<file path="src/triac_phase_angle_gate_timer_defines.svh">
// Shared assertion macros for the gate timer RTL.
`ifndef TRIAC_PHASE_ANGLE_GATE_TIMER_DEFINES_SVH
`define TRIAC_PHASE_ANGLE_GATE_TIMER_DEFINES_SVH

// Same-cycle implication, disabled in reset.
`define TPGT_ASSERT_NOW(label, ante, cons, msg) \
  label: assert property (@(posedge clk) disable iff (rst) (ante) |-> (cons)) \
    else $error(msg);

// Next-cycle implication, disabled in reset.
`define TPGT_ASSERT_NEXT(label, ante, cons, msg) \
  label: assert property (@(posedge clk) disable iff (rst) (ante) |=> (cons)) \
    else $error(msg);

`endif

</file>
<file path="src/tpgt_pkg.sv">
`default_nettype none

package tpgt_pkg;

  localparam int TS_BITS = 48;

  localparam logic [31:0] GATE_MIN_US  = 32'd50;
  localparam logic [31:0] NOISE_GAP_US = 32'd5000;
  localparam logic [31:0] IDLE_WAIT_US = 32'd100;
  localparam logic [31:0] TRAIL_MIN_US = 32'd10;
  localparam logic [15:0] FULL_DUTY    = 16'hFFFF;
  localparam logic [9:0]  MP_MAX       = 10'd1000;

  // Divisors and their scaled reciprocals; an estimate from these never exceeds n / D.
  localparam logic [15:0] DIV_DUTY  = 16'd65535;
  localparam logic [15:0] DIV_MILLE = 16'd1000;
  localparam logic [15:0] DIV_TEN   = 16'd10;
  localparam logic [31:0] RCP_DUTY  = 32'h8000_8000;   // 2^47 / 65535
  localparam logic [31:0] RCP_MILLE = 32'd2199023255;  // 2^41 / 1000
  localparam logic [31:0] RCP_TEN   = 32'hCCCC_CCCC;   // 2^35 / 10

  localparam int ADDR_W = 4;

  typedef enum logic [1:0] {
    REG_DUTY = 2'd0,
    REG_MODE = 2'd1,
    REG_MINP = 2'd2
  } reg_idx_t;

  typedef enum logic [1:0] {
    MODE_LEADING  = 2'd0,
    MODE_TRAILING = 2'd1,
    MODE_PULSE    = 2'd2
  } dim_mode_t;

  typedef struct packed {
    logic               cmd;
    logic [TS_BITS-1:0] now_us;
  } in_t;

  typedef struct packed {
    logic        gate;
    logic [31:0] wait_us;
    logic [31:0] half_period_us;
  } out_t;

  // Saturate a timestamp difference to 32 bits.
  function automatic logic [31:0] sat_ts(input logic [TS_BITS-1:0] v);
    logic [TS_BITS-1:0] hi;
    hi = v >> 32;
    if (hi != '0) begin
      return 32'hFFFF_FFFF;
    end
    return v[31:0];
  endfunction

  function automatic logic [31:0] sat_add(input logic [31:0] a, input logic [31:0] b);
    logic [32:0] s;
    s = {1'b0, a} + {1'b0, b};
    if (s[32]) begin
      return 32'hFFFF_FFFF;
    end
    return s[31:0];
  endfunction

endpackage

`default_nettype wire

</file>
<file path="src/triac_phase_angle_gate_timer.sv">
// Channel | Direction | Handshake           | Payload
// in      | request   | in_valid/in_ready   | in_data  (cmd, now_us)
// out     | result    | out_valid/out_ready | out_data (gate, wait_us, half_period_us)
// cfg     | APB write | psel/penable/pwrite | paddr, pwdata, prdata (pready tied high)
//
// A poll steps through S_PON, S_POFF and S_PWAIT, but skips them before any crossing or
// with full on or full off. A crossing ends at S_BRANCH with full on, full off or on the
// first cycle; else it divides by 65535 (trailing edge), by 1000 and 65535 (leading edge)
// or also by 10 (pulse). Each division: reciprocal multiply, back multiply, correction steps.
// Reset is synchronous: gate on, no crossing seen, timing and configuration registers cleared.
// A new request is taken while a finished result still waits in the output register;
// the sequencer holds in its last step only while that register is full and out_ready is low.
`default_nettype none
`include "triac_phase_angle_gate_timer_defines.svh"

module triac_phase_angle_gate_timer (
  input  wire logic                          clk,
  input  wire logic                          rst,
  input  wire logic                          in_valid,
  output      logic                          in_ready,
  input  wire tpgt_pkg::in_t                 in_data,
  output      logic                          out_valid,
  input  wire logic                          out_ready,
  output      tpgt_pkg::out_t                out_data,
  input  wire logic                          psel,
  input  wire logic                          penable,
  input  wire logic                          pwrite,
  input  wire logic [tpgt_pkg::ADDR_W-1:0]   paddr,
  input  wire logic [31:0]                   pwdata,
  output      logic [31:0]                   prdata,
  output      logic                          pready
);
  import tpgt_pkg::*;

  typedef enum logic [12:0] {
    S_IDLE   = 13'b0_0000_0000_0001,
    S_ELAP   = 13'b0_0000_0000_0010,
    S_CROSS  = 13'b0_0000_0000_0100,
    S_BRANCH = 13'b0_0000_0000_1000,
    S_MUL    = 13'b0_0000_0001_0000,
    S_EST    = 13'b0_0000_0010_0000,
    S_BACK   = 13'b0_0000_0100_0000,
    S_FIX    = 13'b0_0000_1000_0000,
    S_POST   = 13'b0_0001_0000_0000,
    S_PON    = 13'b0_0010_0000_0000,
    S_POFF   = 13'b0_0100_0000_0000,
    S_PWAIT  = 13'b0_1000_0000_0000,
    S_DONE   = 13'b1_0000_0000_0000
  } state_t;

  typedef enum logic [3:0] {
    PH_TRAIL = 4'b0001,
    PH_MIN   = 4'b0010,
    PH_LEAD  = 4'b0100,
    PH_TEN   = 4'b1000
  } phase_t;

  // configuration
  logic [15:0] duty;
  logic [1:0]  dim_mode;
  logic [9:0]  power_floor;

  // timing state
  logic [TS_BITS-1:0] last_crossing;
  logic [31:0]        period_us;
  logic [31:0]        on_time;
  logic [31:0]        off_time;
  logic               gate_level;
  logic               first_cycle;

  // sequencer and work registers
  state_t             state;
  phase_t             phase;
  logic               cmd_r;
  logic [TS_BITS-1:0] now_r;
  logic [31:0]        t_r;
  logic [31:0]        wait_r;
  logic [31:0]        mul_a;
  logic [31:0]        mul_b;
  logic [15:0]        div_den;
  logic [47:0]        num;
  logic [31:0]        quot;
  logic [19:0]        rem;

  logic               cfg_wr;
  logic [63:0]        prod;
  logic [31:0]        est_q;
  logic [47:0]        num_left;
  logic [19:0]        den_ext;
  logic [9:0]         mp_sat;
  logic [31:0]        pulse_end;
  logic [31:0]        poll_wait;
  logic               duty_edge;
  logic               out_load;

  assign pready = 1'b1;
  assign cfg_wr = psel && penable && pwrite;

  always_ff @(posedge clk) begin
    if (rst) begin
      duty        <= '0;
      dim_mode    <= '0;
      power_floor <= '0;
    end else if (cfg_wr) begin
      case (paddr[3:2])
        REG_DUTY: duty        <= pwdata[15:0];
        REG_MODE: dim_mode    <= pwdata[1:0];
        REG_MINP: power_floor <= pwdata[9:0];
        default: ;
      endcase
    end
  end

  always_comb begin
    case (paddr[3:2])
      REG_DUTY: prdata = {16'd0, duty};
      REG_MODE: prdata = {30'd0, dim_mode};
      REG_MINP: prdata = {22'd0, power_floor};
      default:  prdata = '0;
    endcase
  end

  // shared multiplier and constant-division datapath
  assign prod     = mul_a * mul_b;
  assign num_left = num - prod[47:0];
  assign den_ext  = {4'd0, div_den};

  always_comb begin
    case (phase)
      PH_TEN:  est_q = {3'd0, prod[63:35]};
      default: est_q = prod[62:31];
    endcase
  end

  assign mp_sat    = (power_floor > MP_MAX) ? MP_MAX : power_floor;
  assign pulse_end = sat_add(on_time, GATE_MIN_US);
  assign duty_edge = (duty == FULL_DUTY) || (duty == 16'd0);

  always_comb begin
    if (t_r < on_time) begin
      poll_wait = on_time - t_r;
    end else if (t_r < off_time) begin
      poll_wait = off_time - t_r;
    end else if (t_r >= period_us) begin
      poll_wait = IDLE_WAIT_US;
    end else begin
      poll_wait = period_us - t_r;
    end
  end

  assign in_ready = (state == S_IDLE);
  assign out_load = (state == S_DONE) && (!out_valid || out_ready);

  always_ff @(posedge clk) begin
    if (rst) begin
      out_valid <= 1'b0;
    end else if (out_load) begin
      out_valid <= 1'b1;
    end else if (out_ready) begin
      out_valid <= 1'b0;
    end
  end

  always_ff @(posedge clk) begin
    if (rst) begin
      state         <= S_IDLE;
      phase         <= PH_TRAIL;
      last_crossing <= '0;
      period_us     <= '0;
      on_time       <= '0;
      off_time      <= '0;
      gate_level    <= 1'b1;
      first_cycle   <= 1'b1;
    end else begin
      case (state)
        S_IDLE: begin
          if (in_valid) begin
            cmd_r <= in_data.cmd;
            now_r <= in_data.now_us;
            state <= S_ELAP;
          end
        end
        S_ELAP: begin
          t_r    <= sat_ts(now_r - last_crossing);
          wait_r <= '0;
          if (cmd_r) begin
            last_crossing <= now_r;
            state         <= S_CROSS;
          end else if (last_crossing == '0 || duty_edge) begin
            state <= S_DONE;
          end else begin
            state <= S_PON;
          end
        end
        S_CROSS: begin
          // a short gap is noise: add it to the running period
          if (t_r > NOISE_GAP_US) begin
            period_us <= t_r;
          end else begin
            period_us <= sat_add(period_us, t_r);
          end
          state <= S_BRANCH;
        end
        S_BRANCH: begin
          if (duty == FULL_DUTY) begin
            gate_level <= 1'b1;
            state      <= S_DONE;
          end else if (first_cycle) begin
            first_cycle <= 1'b0;
            on_time     <= '0;
            off_time    <= period_us;
            state       <= S_DONE;
          end else if (duty == 16'd0) begin
            gate_level <= 1'b0;
            state      <= S_DONE;
          end else if (dim_mode == MODE_TRAILING) begin
            mul_a   <= period_us;
            mul_b   <= {16'd0, duty};
            div_den <= DIV_DUTY;
            phase   <= PH_TRAIL;
            state   <= S_MUL;
          end else begin
            mul_a   <= period_us;
            mul_b   <= {22'd0, mp_sat};
            div_den <= DIV_MILLE;
            phase   <= PH_MIN;
            state   <= S_MUL;
          end
        end
        S_MUL: begin
          // keep the numerator; the reciprocal multiply takes its top 32 bits (47:16, or 41:10 for 1000)
          num <= prod[47:0];
          if (phase == PH_MIN) begin
            mul_a <= prod[41:10];
            mul_b <= RCP_MILLE;
          end else begin
            mul_a <= prod[47:16];
            mul_b <= RCP_DUTY;
          end
          state <= S_EST;
        end
        S_EST: begin
          quot  <= est_q;
          mul_a <= est_q;
          mul_b <= {16'd0, div_den};
          state <= S_BACK;
        end
        S_BACK: begin
          rem   <= num_left[19:0];
          state <= S_FIX;
        end
        S_FIX: begin
          // the estimate runs low by a few units: step it up
          if (rem >= den_ext) begin
            rem  <= rem - den_ext;
            quot <= quot + 32'd1;
          end else begin
            state <= S_POST;
          end
        end
        S_POST: begin
          case (phase)
            PH_TRAIL: begin
              on_time  <= 32'd1;
              off_time <= (quot < TRAIL_MIN_US) ? TRAIL_MIN_US : quot;
              state    <= S_DONE;
            end
            PH_MIN: begin
              mul_a   <= period_us - quot;
              mul_b   <= {16'd0, FULL_DUTY - duty};
              div_den <= DIV_DUTY;
              phase   <= PH_LEAD;
              state   <= S_MUL;
            end
            PH_LEAD: begin
              on_time <= (quot == 32'd0) ? 32'd1 : quot;
              if (dim_mode == MODE_PULSE) begin
                num     <= {16'd0, period_us};
                mul_a   <= period_us;
                mul_b   <= RCP_TEN;
                div_den <= DIV_TEN;
                phase   <= PH_TEN;
                state   <= S_EST;
              end else begin
                gate_level <= 1'b0;
                off_time   <= period_us;
                state      <= S_DONE;
              end
            end
            PH_TEN: begin
              off_time <= (pulse_end > quot) ? pulse_end : quot;
              state    <= S_DONE;
            end
            default: state <= S_DONE;
          endcase
        end
        S_PON: begin
          if (on_time != '0 && t_r >= on_time) begin
            on_time    <= '0;
            gate_level <= 1'b1;
            // stretch the gate pulse to its minimum width
            if (sat_add(t_r, GATE_MIN_US) > off_time) begin
              off_time <= sat_add(t_r, GATE_MIN_US);
            end
          end
          state <= S_POFF;
        end
        S_POFF: begin
          if (off_time != '0 && t_r >= off_time) begin
            off_time   <= '0;
            gate_level <= 1'b0;
          end
          state <= S_PWAIT;
        end
        S_PWAIT: begin
          wait_r <= poll_wait;
          state  <= S_DONE;
        end
        S_DONE: begin
          // hold until the output register is free
          if (out_load) begin
            out_data.gate           <= gate_level;
            out_data.wait_us        <= wait_r;
            out_data.half_period_us <= period_us;
            state                   <= S_IDLE;
          end
        end
        default: state <= S_IDLE;
      endcase
    end
  end

  `TPGT_ASSERT_NEXT(a_accept_leaves_idle, in_valid && in_ready, state != S_IDLE,
    "accepted request did not start the sequencer")
  `TPGT_ASSERT_NOW(a_est_not_over, state == S_BACK,
    prod[63:48] == 16'd0 && prod[47:0] <= num, "quotient estimate above the true quotient")
  `TPGT_ASSERT_NOW(a_rem_below_den, state == S_POST, rem < den_ext,
    "division remainder not below the divisor")
  `TPGT_ASSERT_NEXT(a_out_hold, out_valid && !out_ready, out_valid,
    "result dropped before it was taken")
  `TPGT_ASSERT_NEXT(a_full_on_gate, state == S_BRANCH && duty == FULL_DUTY, gate_level,
    "full duty crossing left the gate off")

endmodule

`default_nettype wire

</file>
<file path="config.mk">
export PLATFORM = sky130hd
export DESIGN_NAME = triac_phase_angle_gate_timer
export DESIGN_NICKNAME = d
export VERILOG_FILES = /design/src/tpgt_pkg.sv /design/src/triac_phase_angle_gate_timer.sv
export VERILOG_INCLUDE_DIRS = /design/src /design/src/src
export SDC_FILE = /design/constraint.sdc
export NUM_CORES = 2
export LEC_CHECK = 0
export BUFFER_PORTS_ARGS = -buffer_cell sky130_fd_sc_hd__buf_2
export CAP_MARGIN = 20
export CORE_ASPECT_RATIO = 0.6
export CORE_MARGIN = 2
export CORE_UTILIZATION = 28
export CTS_CLUSTER_SIZE = 10
export DETAILED_ROUTE_END_ITERATION = 10
export GPL_ROUTABILITY_DRIVEN = 0
export PLACE_DENSITY = 0.49
export SYNTH_ARGS = -nofsm -noshare
export SYNTH_HDL_FRONTEND = slang
export SYNTH_SLANG_ARGS = --single-unit
</file>
<file path="constraint.sdc">
create_clock -name clk -period 7.7 [get_ports clk]
set_input_delay 0.385 -clock clk [delete_from_list [all_inputs] [get_ports clk]]
set_output_delay 0.385 -clock clk [all_outputs]
set_load 0.005 [all_outputs]
</file>
After elaboration in Yosys (flattened, before gate mapping)
Index checks and enable logic that the tools add are counted.

operators by class
  add/sub/neg operators = 12
  multipliers = 1
  divide/modulo/power cells = 0
  magnitude comparators = 11
  equality and inequality tests = 43
  shifts and indexed selects = 0
  multiplexer cells = 109
  bitwise gates (word level) = 2
  reductions and logical operators = 44

operators by type and width
  operator                                                          number
  2-to-1 mux 32 bit                                                 39
  one-hot mux 32 bit (4 select lines)                               3
  one-hot mux 32 bit (2 select lines)                               5
  one-hot mux 32 bit (3 select lines)                               2
  one-hot mux 13 bit (13 select lines)                              1
  subtractor 32 bit                                                 4
  2-to-1 mux 13 bit                                                 9
  >= comparator 32 bit                                              3
  2-to-1 mux 16 bit                                                 6
  one-hot mux 20 bit (2 select lines)                               2
  adder 32 x 6 -> 33 bit (second input constant)                    2
  greater-than comparator 32 bit                                    2
  less-than comparator 32 bit                                       2
  multiplier 32 x 32 -> 64 bit                                      1
  one-hot mux 16 bit (2 select lines)                               2
  nonzero test 32 bit                                               2
  2-to-1 mux 20 bit                                                 3
  zero test 48 bit                                                  1
  one-hot mux 16 bit (3 select lines)                               1
  nonzero test 48 bit                                               1
  subtractor 48 bit                                                 1
  adder 32 x 32 -> 33 bit                                           1
  adder 32 x 1 -> 32 bit (second input constant)                    1
  greater-than comparator 32 x 13 -> 1 bit (second input constant)  1
  55 further kinds                                                  127

storage, ports and cells
  bits in registers = 522
  bits in latches = 0
  bits in writable memories = 0
  memory bits (read-only) = 0
  bits of input ports = 92
  output and inout bits = 100
  word-level logic and storage cells = 247
  memories = 0

Longest topological paths before layout
  depth in word-level cells = 18
  gate-level depth with buffers = 31

Worst setup path after synthesis
No wires, ideal clock.

  kind = register -> register
  start = reg mul_b[25]
  end = reg mul_a[27] (data pin)
  library setup time = 0.261 ns
  data arrival time = 7.647 ns
  path slack = -0.208 ns
  stages on the path, launching flop included = 29
  path buffers = 3
  period minus slack after synthesis = 7.908 ns
  path through = edfxtp_1 > clkbuf_1 > clkbuf_1 > nand2_1 > inv_1 > fa_1 > inv_1 > fa_1 > inv_1 > fa_1 > inv_1 > fa_1 > inv_1 > fa_1 > fa_1 > fa_1 > fa_1 > ha_1 > clkbuf_1 > and4_1 > a221oi_1 > o221a_2 > o31ai_1 > o31ai_2 > o21ai_1 > a31oi_1 > xnor2_1 > mux2_2 > a221o_1

on the way
  word-level cells in the longest chain between the ends = 3
  elaborated cells on any way between the ends = 4
  classes of those cells = 1 x mul; 3 x mux

ends and longest elaborated chain
  element                                RTL line                                                                  source
  start: declaration                     triac_phase_angle_gate_timer.sv:79                                        logic [31:0] mul_b;
  start signal: assignment               triac_phase_angle_gate_timer.sv:218                                       mul_b <= {16'd0, duty};
  start signal: assignment               triac_phase_angle_gate_timer.sv:224                                       mul_b <= {22'd0, mp_sat};
  start signal: assignment               triac_phase_angle_gate_timer.sv:245                                       mul_b <= {16'd0, div_den};
  multiplier 32 x 32 -> 64 bit *         triac_phase_angle_gate_timer.sv:124                                       assign prod = mul_a * mul_b;
  2-to-1 mux 32 bit (on tied branches)   triac_phase_angle_gate_timer.sv:129, triac_phase_angle_gate_timer.sv:233
  one-hot mux 32 bit (4 select lines) *  triac_phase_angle_gate_timer.sv:175                                       case (state)
  end signal: assignment                 triac_phase_angle_gate_timer.sv:217                                       mul_a <= period_us;
  end signal: assignment                 triac_phase_angle_gate_timer.sv:223                                       mul_a <= period_us;
  end signal: assignment                 triac_phase_angle_gate_timer.sv:234                                       mul_a <= prod[41:10];
  end: declaration                       triac_phase_angle_gate_timer.sv:78                                        logic [31:0] mul_a;

Every way passes the cells marked *; elsewhere a longest branch is shown, timed or not.
A chain may end at the register's enable or synchronous reset.

Final worst setup path
  start = reg mul_b[25]
  end = reg mul_a[24] (data pin)

The elaborated chain is that of the path after synthesis.

==> results.md <==
* Status: complete, but fails checks
* Failing checks: setup timing
* Placed Cells incl. Taps at 11200
* Fin nets at 9773
* Hold WC Path Type: primary input to flip-flop
* CP startpoint kind: flip-flop
* Max frequency at 0.1181 GHz
* Slew Viols, Final at 0
* Share of layout cells above drive strength 1 at 16.60%
* Avg Vias per Cell at 5.208
* Psw at 1.850 mW
* Total chip power at 6.720 mW
* Die Y at 384.3 um
* Die outline width at 637.9 um
* Worst r2r path cells at 25
* Area of the multi-input gates at 51620 um2
* Most frequent cell after synthesis: inv_1
* Synth area leaders: fa_1 23%, edfxtp_1 14%, ha_1 13%
* First-pass GRT wire length at 392.4 mm
* RSZ-0062 raised after global routing: true
* Peak VDD IR at 0.0001457 V
* CTS tree: built
* Synthesized cell area at 67500 um2
* Fin crit share at 109.9%
* Largest net degree at the start of global routing at 81
* DR vias at 59680
* Area after DPL at 76120 um2
* Fin Setup TNS at -28320 ps
* Port bufs at 156
* Seq cells post-synth at 496
* Setup WS post-layout at -765.6 ps
* Switching fraction of total power at 27.53%
* Critical Path RT at 8110 ps
* Final core occ at 34.32%
* Ys async rst share at 0%
* Register area at 12970 um2
* Flop pwr share at 42.5%
* Post-synth top area share at 22.57%
* Global router's overall resource usage at 21.35%
* Clock Path Buffers at 3
* Synthesized instance count at 7604
* Fin crit period at 8466 ps
* Initial antenna violation count at 21
* I/O Pins at 192
* Critical path class: flip-flop to flip-flop
* Post-route cell area at 82190 um2
* Dominant cell type by area after synthesis: fa_1
* Fillers at 24610
* Slew @ Worst Pin at 1253 ps
* H-tree Lvls at 3
* Max_slew headroom at 15.58%
* Routed WL at 267.6 mm
* CP Capture Type: flip-flop
* Synth unique cells at 93
* Int Power at 4.871 mW
* Cell depth of the worst min-delay path at 2
* Setup violators final at 64
* Clock Power Share at 47.5%
* Core area at 239500 um2
* Yosys warns at 0
* Initial DRC Count at 6778
* Drt first pass iters at 8
* Full die area at 245100 um2
* Hold Vio Cnt, Final at 0
* # Max-Cap Violations at 0
* Syn avg cell area at 8.877 um2
* Post-route insts no fill at 11460
* Clock transition at the registers of the reported paths at 70 ps
* LEAKAGE at 36.42 nW
* Worst Skew at 65.51 ps
* Critical path peak fanout at 6
* Post-DP HPWL at 221.5 mm
* TritonCTS Sinks at 496
* ANT nets after route at 0
* DRC viols at 0
* P&R area growth vs syn at 21.76%
* Vias in the first global route at 57980
* Top FF cell, synth: edfxtp_1
* Post-synth EDFFs at 304
* Clock root buffer: clkbuf_16
* Most frequent cells after synthesis: 1048 x inv_1, 772 x nand2_1, 761 x fa_1
* Num CTS Buffers at 66
* Initial Util at 28.19%
* PwrDens at 81.77 nW/um2
* Comb pwr share at 10.0%
* Row count at 139
* Sequential share of the synthesized area at 19.22%
* Clk_lat worst skew at 700 ps
* Grt ovf at 0
* Critical Path AT at 8870 ps
* Drt wl/cell at 23.35 um
==> routing by layer <==
layer	wire length (um)	up-vias	global-route usage, %
met3	31130	263	7.179
met2	95430	2552	26.46
met1	136300	29790	34.54
met5	84	-	0.07712
met4	4666	6	3.319
li1	-	27070	-
==> layout make-up <==
class                   count  share of cell area [%]
clock inverters            17                  0.3364
repair buffers            911                   9.163
multi-input cells        5708                   62.81
well taps                3172                   4.829
flip-flops and latches    496                   15.78
clock buffers             101                   2.268
inverters                1052                   4.805
diodes                      2                0.006090
==> cells in the final DEF (no fill, tap or decap), types with 45 or more instances in the layout <==
master,instances
nand2_1,751
dlygate4sd3_1,66
ha_1,644
clkbuf_16,67
o21a_1,50
and3_1,50
nor2_1,335
dfxtp_1,192
a21oi_1,394
inv_1,1031
buf_4,568
xnor2_1,201
a31oi_1,48
a22o_1,49
xor2_1,116
fa_1,711
buf_12,45
buf_6,65
buf_2,157
o21ai_0,242
edfxtp_1,304
fa_2,50
nor4_1,75
nand2b_1,48
nor3_1,82
and2_1,456
nand4_1,121
a211oi_1,86
nor2b_1,46
a21o_1,158
nand3_1,102
==> per-stage QoR <==
stage / setup slack (ps) / hold slack [ps]
2_1_floorplan: -57.63 / 400.3
3_3_place_gp: -1334 / 408.0
3_5_place_dp: -1395 / 404.5
4_1_cts: -703.5 / 209.2
5_1_grt: -920.3 / 241.9
6_report: -765.6 / 223.1
==> cells by family after synthesis <==
logic type | synth area share (%)
other cells | 0.01113
flops | 19.22
simple gates | 16.81
fa+ha+maj | 35.27
compound gates | 15.35
buf+inv | 8.002
mux | 0.7952
xor+xnor | 4.541
==> flip-flops by register name (all words and copies together) (netlist names), 2 cells and up <==
register	count
dim_mode	2
div_den	3
duty	16
last_crossing	48
mul_a	32
mul_b	19
now_r	48
num	20
off_time	32
on_time	32
out_data	65
period_us	32
phase	4
power_floor	10
quot	32
rem	20
state	13
t_r	32
wait_r	32
==> critical path: stages, from the launching register on <==
cell	delay [ps]
edfxtp_1	380
buf_4	170
and2_2	210
inv_1	80
fa_1	540
inv_1	50
fa_1	490
fa_2	670
fa_1	460
fa_1	530
fa_2	440
fa_1	530
inv_1	70
fa_1	530
inv_2	50
ha_4	290
nand4_1	180
or4_4	540
a2111o_1	470
a21oi_1	190
nor2_1	80
buf_6	150
a21o_1	210
a31oi_4	310
xor2_2	170
a221o_1	370
==> repair_timing <==
action,in CTS,in global routing
hold buffers,66,0
gates resized for setup,326,239
gates cloned,2,0
endpoints found under the setup margin,70,71
endpoints found under the hold margin,77,0
setup buffers,47,38
pin swaps,106,158
==> power by group through the flow <==
| stage | registers (mW) | logic (mW) | clock network, mW |
|---|---|---|---|
| finish | 2.86 | 0.675 | 3.19 |
| global route | 2.86 | 0.721 | 3.36 |
| CTS | 2.85 | 0.634 | 3.27 |
| detailed placement | 2.91 | 0.565 | 0 |
| global placement | 2.91 | 0.562 | 0 |
| floorplan | 2.90 | 0.339 | 0 |
==> path summary, 6_finish.rpt <==
| path | startpoint | to | slack, ps |
|---|---|---|---|
| worst max-delay path | mul_b[25] | mul_a[24] | -770 |
| worst min register to register | wait_r[30] | out_data[62] | 420 |
| worst min-delay path | rst | last_crossing[12] | 220 |
| worst max register to register | mul_b[25] | mul_a[24] | -770 |
Power figures use the tool's default switching activity.
